<file path="src/hw/rtl/mirt_pkg.sv">
// Shared types and constants for the message-ID remap table.
// Used by mirt_cell, the top level and the checker.
package mirt_pkg;

    localparam int TABLE_DEPTH = 64;

    typedef enum logic [1:0] {
        FUNC_CLEAR  = 2'd0,
        FUNC_INSERT = 2'd1,
        FUNC_FWD    = 2'd2,
        FUNC_REV    = 2'd3
    } func_t;

    typedef enum logic [1:0] {
        ST_OK   = 2'd0,
        ST_MISS = 2'd1,
        ST_FULL = 2'd2,
        ST_ZERO = 2'd3
    } status_t;

    typedef enum logic {
        S_IDLE = 1'b0,
        S_EXEC = 1'b1
    } state_t;

    typedef struct packed {
        func_t       func;
        logic [31:0] proc_id;
        logic [15:0] msg_id;
        logic [15:0] new_target_id;
    } req_item_t;

    typedef struct packed {
        logic [15:0] out_msg_id;
        logic        send;
        status_t     status;
    } rsp_item_t;

    typedef struct packed {
        logic        valid;
        logic [31:0] proc_id;
        logic [15:0] source;
        logic [15:0] target;
    } entry_t;

    typedef struct packed {
        logic capture;
        logic clear;
        logic shift;
        logic load;
        logic set_tgt;
    } cell_ctrl_t;

    typedef struct packed {
        logic ge;
        logic eq;
        logic rmatch;
    } cell_flag_t;

    // inclusive prefix OR, log-depth
    function automatic logic [TABLE_DEPTH-1:0] prefix_or(input logic [TABLE_DEPTH-1:0] v);
        logic [TABLE_DEPTH-1:0] p;
        p = v;
        for (int s = 1; s < TABLE_DEPTH; s = s * 2)
        begin
            p = p | (p << s);
        end
        return p;
    endfunction

endpackage

</file>
<file path="src/hw/rtl/mirt_cell.sv">
// One table slot: holds an entry, compares it with the broadcast key,
// and shifts in its left neighbor's entry on insert. Depends on mirt_pkg.
module mirt_cell (
    input  logic                   clk,
    input  logic                   rst_n,
    input  mirt_pkg::req_item_t    key,
    input  mirt_pkg::req_item_t    item,
    input  mirt_pkg::entry_t       left,
    input  mirt_pkg::cell_ctrl_t   ctrl,
    output mirt_pkg::entry_t       entry,
    output mirt_pkg::cell_flag_t   flag
);
    import mirt_pkg::*;

    logic        valid_reg, valid_next;
    logic [31:0] proc_reg, proc_next;
    logic [15:0] src_reg, src_next;
    logic [15:0] tgt_reg, tgt_next;
    cell_flag_t  flag_reg, flag_next;
    logic        proc_gt;
    logic        proc_eq;

    always_comb
    begin
        proc_gt          = proc_reg > key.proc_id;
        proc_eq          = proc_reg == key.proc_id;
        flag_next.ge     = !valid_reg || proc_gt || (proc_eq && src_reg >= key.msg_id);
        flag_next.eq     = valid_reg && proc_eq && src_reg == key.msg_id;
        flag_next.rmatch = valid_reg && proc_eq && tgt_reg == key.msg_id;
    end

    always_comb
    begin
        valid_next = valid_reg;
        proc_next  = proc_reg;
        src_next   = src_reg;
        tgt_next   = tgt_reg;
        if (ctrl.clear)
        begin
            valid_next = 1'b0;
        end
        else if (ctrl.load)
        begin
            valid_next = 1'b1;
            proc_next  = item.proc_id;
            src_next   = item.msg_id;
            tgt_next   = item.new_target_id;
        end
        else if (ctrl.shift)
        begin
            valid_next = left.valid;
            proc_next  = left.proc_id;
            src_next   = left.source;
            tgt_next   = left.target;
        end
        else if (ctrl.set_tgt)
        begin
            tgt_next = item.new_target_id;
        end
    end

    always_ff @(posedge clk or negedge rst_n)
    begin
        if (!rst_n)
        begin
            valid_reg <= 1'b0;
        end
        else
        begin
            valid_reg <= valid_next;
        end
    end

    always_ff @(posedge clk)
    begin
        proc_reg <= proc_next;
        src_reg  <= src_next;
        tgt_reg  <= tgt_next;
        if (ctrl.capture)
        begin
            flag_reg <= flag_next;
        end
    end

    assign entry = '{valid: valid_reg, proc_id: proc_reg, source: src_reg, target: tgt_reg};
    assign flag  = flag_reg;

endmodule

</file>
<file path="config.mk">
export PLATFORM = sky130hd
export DESIGN_NAME = mirt_cell
export DESIGN_NICKNAME = d
export VERILOG_FILES = /design/src/hw/rtl/mirt_pkg.sv /design/src/hw/rtl/mirt_cell.sv
export SDC_FILE = /design/constraint.sdc
export NUM_CORES = 1
export LEC_CHECK = 0
export BUFFER_PORTS_ARGS = -buffer_cell sky130_fd_sc_hd__buf_2
export CORE_AREA = 4 4 125 127
export CTS_CLUSTER_DIAMETER = 60
export DETAILED_ROUTE_END_ITERATION = 6
export DIE_AREA = 0 0 129 131
export GPL_ROUTABILITY_DRIVEN = 0
export HOLD_SLACK_MARGIN = 0.1
export MAX_ROUTING_LAYER = met4
export SETUP_SLACK_MARGIN = 0.5
export SLEW_MARGIN = 15
export SYNTH_ARGS = -nofsm -noshare
export SYNTH_HDL_FRONTEND = slang
export SYNTH_SLANG_ARGS = --single-unit
</file>
<file path="constraint.sdc">
create_clock -name clk -period 2.15 [get_ports clk]
set_input_delay 0.1075 -clock clk [delete_from_list [all_inputs] [get_ports clk]]
set_output_delay 0.1075 -clock clk [all_outputs]
set_load 0.01 [all_outputs]
</file>
### After elaboration in Yosys (flattened, before gate mapping)

Cells that the tools add are included.

| word-level totals | value |
|---|---|
| bits in registers | 68 |
| bits of input ports | 204 |
| output and inout bits | 68 |
| word-level logic and storage cells | 35 |

| operators by class | value |
|---|---|
| magnitude comparators | 2 |
| equality and inequality tests | 3 |
| muxes and demuxes | 10 |
| bitwise gates (word level) | 1 |
| reductions and logical operators | 12 |

Operator list:

| cell | count |
|---|---|
| 2-to-1 mux 16 bit | 5 |
| 2-to-1 mux 32 bit | 2 |
| equality test 16 bit | 2 |
| equality test 32 bit | 1 |
| greater-than comparator 32 bit | 1 |
| greater-or-equal comparator 16 bit | 1 |
| nonzero test 3 bit | 2 |
| logical AND 1 bit | 4 |
| AND reduction 2 bit | 2 |
| 2-to-1 mux 1 bit | 3 |
| logical OR 1 bit | 2 |
| nonzero test 2 bit | 1 |
| logical NOT 1 bit | 1 |
| NOT 1 bit | 1 |

### Logic depth before layout (Yosys ltp)

Gate-level depths: netlist of run 1.

| logic depth | value |
|---|---|
| depth after elaboration | 3 |
| depth in mapped cells | 8 |

### Worst setup path before layout of run 1

OpenSTA, ideal clock, no wires.

| timing path | value |
|---|---|
| path kind | input port to flip-flop |
| start point | input ctrl[1] in the netlist's numbering |
| end point | register proc_reg[0] (enable) |
| setup time | 0.453 ns |
| arrival time | 2.525 ns |
| setup slack | -0.829 ns |
| stages | 4 |
| path buffers | 2 |
| cells stage by stage | buf_2 -> buf_2 -> nor2_1 -> nor2_1 |

| between the ends | value |
|---|---|
| cells in the longest elaborated chain, start to end | 2 |

Ends and longest elaborated chain:

| item | RTL line | source |
|---|---|---|
| start, declared | mirt_cell.sv:9 | `input mirt_pkg::cell_ctrl_t ctrl,` |
| nonzero test 2 bit (no line) | - |  |
| AND reduction 2 bit (no line) | - |  |
| end signal, assigned | mirt_cell.sv:76 | `proc_reg <= proc_next;` |
| end, declared | mirt_cell.sv:16 | `logic [31:0] proc_reg, proc_next;` |

Every way passes these cells.
A chain may end at the register's enable or synchronous reset.

==> results of run 1 <==
==> layer usage <==
layer | vias up | global-route usage (%) | routed length, um
li1 | 2036 | - | -
met1 | 1974 | 18.0 | 5430
met2 | 196 | 32.0 | 7860
met3 | 31 | 4.27 | 1140
met4 | 0 | 7.78 | 429
met5 | - | - | 0
==> timing repair <==
| item | in CTS | in global routing |
|---|---|---|
| setup endpoints to repair | 3 | 3 |
| hold buffers | 128 | 0 |
| pin swaps | 5 | 3 |
| cloned | 0 | 0 |
| gates resized for setup | 8 | 10 |
| hold endpoints to repair | 68 | 0 |
| setup buffers | 1 | 3 |
==> cell type report <==
class                      count  area [um2]
fill                        1226        6970
timing repair buffer         390        2620
multi-input combinational    214        2110
sequential                    68        2040
clock buffer                  11         233
tap                          184         230
inverter                      50         188
clock inverter                 4        41.3
==> power groups by stage <==
stage	combinational, uW	sequential, uW	clock, uW
global route	1260	1710	1500
finish	1150	1700	1410
CTS	1120	1700	1460
global placement	861	1720	0
detailed placement	880	1720	0
floorplan	400	1770	0
==> stage by stage <==
step | area, um2 | hold slack (ps) | TNS, ps | total power, uW | util [%]
after global placement | 5780 | -117 | 0 | 2580 | 40.1
after CTS | 7390 | 101 | 0 | 4270 | 51.2
after floorplan | 4290 | -188 | 0 | 2170 | -
after detailed placement | 5780 | -116 | -5.21 | 2600 | 40.1
final | 7460 | 117 | 0 | 4250 | 51.7
after global routing | 7460 | 105 | -4.14 | 4480 | 51.7
==> logic make-up (layout without fill, tap and decap cells) <==
| family | Yosys count | after routing | synth area share [%] |
|---|---|---|---|
| adders and majority gates | 48 | 48 | 14.1 |
| and+or+nand+nor | 48 | 48 | 6.71 |
| muxes | 64 | 64 | 17.0 |
| buffers and inverters | 59 | 455 | 5.59 |
| xor gates and xnor gates | 16 | 16 | 3.30 |
| AOI/OAI and AO/OA | 38 | 38 | 5.42 |
| DFF | 68 | 68 | 47.9 |
==> synthesized netlist by cell type, types with 2 or more instances <==
cell      count
a211oi_1      3
a21o_1        4
a21oi_1      16
and4_1        4
buf_2         7
buf_4         2
edfxtp_1     67
ha_1         48
inv_1        50
mux2_2       64
nand2_1       9
nand3_1       2
nand4_1       9
nor2_1        7
nor2b_1       6
nor3_1        3
nor4_1        3
nor4_2        2
o21ai_0       9
xnor2_1       8
xor2_1        8
==> worst paths after layout <==
kind,to,startpoint,slack (ps)
max,flag[2],proc_reg[29],110
min,tgt_reg[3],left[3],120
max reg2reg,flag[2],proc_reg[29],110
min reg2reg,flag[0],tgt_reg[14],850
max in group asynchronous,valid_reg,rst_n,1430
min in group asynchronous,valid_reg,rst_n,620
==> worst max-delay path: cells and delay by family (launching register included) <==
family	cells	cell delay [ps]
and+or+nand+nor	3	830
AOI/OAI and AO/OA	2	240
DFF	1	400
adders and majority gates	1	320
==> qor.yml, run 1 <==
ant_nets: 0
ys_async_sr_fraction_pct: 1.47
largest_register_ffs: 32
routed_wl_mm: 14.9
whs_path_depth: 2
clock_latency_ps: 330
h-tree-depth: 3
chipHeight_um: 131
p_comb_share_pct: 26.9
synth.top_cells.by_area: "edfxtp_1, mux2_2, ha_1"
critical_path_arrival_ps: 2130
powerDensity_nw_per_um2: 570
post-route-min-period_ps: 2040
path_cells: "ha_1, nand4_1, nor4_4, and4_4, o2111ai_2, a2bb2oi_1"
synth_edf_count: 67
fin_ws_ps: 106
grt_overflow_total: 0
syn_area_um2: 4250
finalCritPeriodShare_pct: 95.1
drv_slew: 0
ys_seq_area_share_pct: 47.9
root_buffer: "clkbuf_16"
p_seq_share_pct: 40.0
switching_share_pct: 26.0
path_class: "flop to flop"
via_per_inst: 4.60
dpl_worst_slack_ps: -5.21
dr_total_vias: 4237
switchingPower_uw: 1100
die_w_um: 129
tightest_slew_ps: 968
dieArea_um2: 16900
fin_nets: 985
placeableCoreArea_um2: 14400
drt-initial-drc-count: 77
drv_cap: 0
min_path_type: "input port to flop"
final_common_cell: "buf_2"
end_kind: "flop"
drcViolationCount: 0
cp_slowest_cell: "edfxtp_1"
status: "finished clean"
wire_per_inst_um: 16.1
slew_headroom_pct: 35.4
cts_made_buffers: 9
hpwl_mm: 10.8
antenna_found_initial: 0
fmax_mhz: 489
cp_data_required_time_ps: 2240
drive_gt1_share_pct: 48.0
grt_max_degree: 27
p_clk_share_pct: 33.1
ys_warn_count: 0
dp.cells: 774
syn_inst: 341
start_util_pct: 29.5
cp_max_fo: 3
ys_ff_latch: 68
num_io_pins: 272
synth_top_area_share_pct: 47.3
io_buffers: 251
max_stage_delay_ps: 400
grt_use_total_pct: 17.6
synth_area_leader_cell: "edfxtp_1"
n_antenna_cell: 0
first_pass_iters: 4
rows: 44
hold_viol_final: 0
cts_sinks: 68
syn_nets: 593
leakagePower_uw: 0.00349
grt_pass1_vias: 4602
critPathLaunchType: "flop"
fin_skew_ps: 4.30
grt_pass1_wl_mm: 22.1
finalSetupViolCount: 0
final_cell_mix: "buf_2, dlygate4sd3_1, edfxtp_1"
clock_path_buffers: 2
clk_pin_slew_ps: 50
synth_area_per_cell_um2: 12.5
r2r_cells: 6
syn_to_final_growth_pct: 75.4
final_cell_count_no_fill: 921
synth_flop_cell: "edfxtp_1"
rsz0062_at_grt: "true"
ir_drop_mv: 0.397
cts_tree: "built"
p_int_uw: 3150
synth_cell_types: 31
Note: power is estimated with default switching activity, not from simulation.
==> run 2, diff against run 1 <==
--- a/config.mk
+++ b/config.mk
@@ -13,6 +13,7 @@
 export GPL_ROUTABILITY_DRIVEN = 0
 export HOLD_SLACK_MARGIN = 0.1
 export MAX_ROUTING_LAYER = met4
+export RECOVER_POWER = 25
 export SETUP_SLACK_MARGIN = 0.5
 export SLEW_MARGIN = 15
 export SYNTH_ARGS = -nofsm -noshare
==> run 2 against run 1 <==
  * Worst setup slack got worse by 4.7 ps
  * Sequential power hardly changed
  * Critical endpoint is now tgt_reg[8]
  * Global-route usage is the same
  * Largest cell class unchanged
  * Final area is 0.76% lower
  * Largest power group unchanged
==> qor.yml, run 2 (same netlist as run 1, synthesis figures left out) <==
hold_viol_final: 0  # unchanged
syn_to_final_growth_pct: 74.0  # was 75.4%
drv_cap: 0  # unchanged
root_buffer: "clkbuf_16"  # unchanged
status: "finished clean"  # unchanged
drive_gt1_share_pct: 42.1  # was 48.0%
clock_path_buffers: 2  # unchanged
dpl_worst_slack_ps: -5.21  # unchanged
largest_register_ffs: 32  # unchanged
ir_drop_mv: 0.397  # about the same
fin_nets: 985  # unchanged
final_cell_mix: "buf_2, dlygate4sd3_1, edfxtp_1"  # unchanged
clock_latency_ps: 330  # about the same
io_buffers: 251  # unchanged
drt-initial-drc-count: 73  # was 77
finalSetupViolCount: 0  # unchanged
total_power_uw: 4230  # was 4250 uW
first_pass_iters: 4  # unchanged
drv_slew: 0  # unchanged
leakagePower_uw: 0.00337  # was 0.00349 uW
rows: 44  # unchanged
grt_use_total_pct: 17.6  # unchanged
dr_total_vias: 4203  # was 4,237
drcViolationCount: 0  # unchanged
antenna_found_initial: 0  # unchanged
fmax_mhz: 488  # was 489 MHz
routed_wl_mm: 14.8  # was 14.9 mm
path_class: "input port to flop"  # was flop to flop
whs_ps: 119  # was 117 ps
chipHeight_um: 131  # unchanged
finalCritPeriodShare_pct: 95.3  # was 95.1%
cts_made_buffers: 9  # unchanged
wire_per_inst_um: 16.1  # about the same
final_common_cell: "buf_2"  # unchanged
grt_pass1_vias: 4602  # unchanged
cts_sinks: 68  # unchanged
min-delay-start: "left[23]"  # was left[3]
ant_nets: 0  # unchanged
start_util_pct: 29.5  # unchanged
critical_path_arrival_ps: 2120  # was 2130 ps
grt_max_degree: 27  # unchanged
tightest_slew_ps: 980  # was 968 ps
crit_path_start: "ctrl[1]"  # was proc_reg[29]
slew_headroom_pct: 34.7  # was 35.4%
via_per_inst: 4.56  # was 4.60
cp_data_required_time_ps: 2220  # was 2240 ps
stdcell_area_um2: 7400  # was 7460 um2
rsz0062_at_grt: "true"  # unchanged
critPathLaunchType: "input port"  # was flop
grt_overflow_total: 0  # unchanged
powerDensity_nw_per_um2: 572  # was 570 nW/um2
cts_tree: "built"  # unchanged
die_w_um: 129  # unchanged
num_io_pins: 272  # unchanged
end_kind: "flop"  # unchanged
grt_pass1_wl_mm: 22.1  # unchanged
placeableCoreArea_um2: 14400  # unchanged
fin_ws_ps: 101  # was 106 ps
r2r_start: "proc_reg[29]"  # unchanged
h-tree-depth: 3  # unchanged
dpl_cell_area_um2: 5780  # unchanged
fin_skew_ps: 4.42  # was 4.30 ps
cp_max_fo: 16  # was 3
n_antenna_cell: 0  # unchanged
post-route-min-period_ps: 2050  # was 2040 ps
min_path_type: "input port to flop"  # unchanged
dieArea_um2: 16900  # unchanged
clk_pin_slew_ps: 50  # about the same
hpwl_mm: 10.8  # unchanged
[run 2: changes by cell type in the layout (fill, tap and decap cells not counted), sizes merged]
cell and change:
buf -43, clkbuf +43
[run 2: path summary, 6_finish.rpt]
kind                              end  slack [ps]  depth (start not counted)
hold reg to reg               flag[0]         850                          4
setup / recovery           tgt_reg[8]         100                          5
setup reg to reg              flag[2]         100                          6
max in group asynchronous   valid_reg        1430                          3
hold / removal             src_reg[7]         120                          2
min in group asynchronous   valid_reg         620                          3
[run 2: cell type report]
type | count | area (um2)
fillers | 1251 | 7020
flip-flops and latches | 68 | 2040
clock buffers | 11 | 233
well taps | 184 | 230
repair buffers | 390 | 2560
inverters | 50 | 188
clock inverters | 4 | 41.3
multi-input cells | 214 | 2110
[run 2: worst max-delay path, stage by stage]
cell and delay, ps:
buf_2 170, nor2b_1 140, clkbuf_1 700, mux2_2 430, dlygate4sd3_1 570
[run 2: routing by layer]
| layer | vias up | track usage, % | wire, um |
|---|---|---|---|
| met2 | 187 | 32.0 | 7870 |
| met5 | - | - | 0 |
| met3 | 31 | 4.27 | 1110 |
| li1 | 2036 | - | - |
| met4 | 0 | 7.78 | 409 |
| met1 | 1949 | 18.0 | 5450 |
[run 2: timing repair]
item | in CTS | in global routing
buffers inserted | 1 | 3
setup endpoints to repair | 3 | 3
endpoints found under the hold margin | 68 | 0
hold buffers | 128 | 0
resized for setup | 8 | 10
pin swaps | 5 | 3
[run 2: power breakdown]
group / internal [uW] / switching, uW / leakage (uW)
logic: 632 / 493 / 0.00259
registers: 1610 / 86.9 / 0.000657
clock network: 880 / 524 / 0.000132
total: 3130 / 1100 / 0.00337
[run 2: per-stage QoR]
step                utilization [%]  TNS (ps)  instances
detailed placement             40.1     -5.21        774
global placement               40.1         0        774
global route                   51.3     -4.14        921
CTS                            51.2         0        918
floorplan                         -         0        341
finish                         51.3         0        921
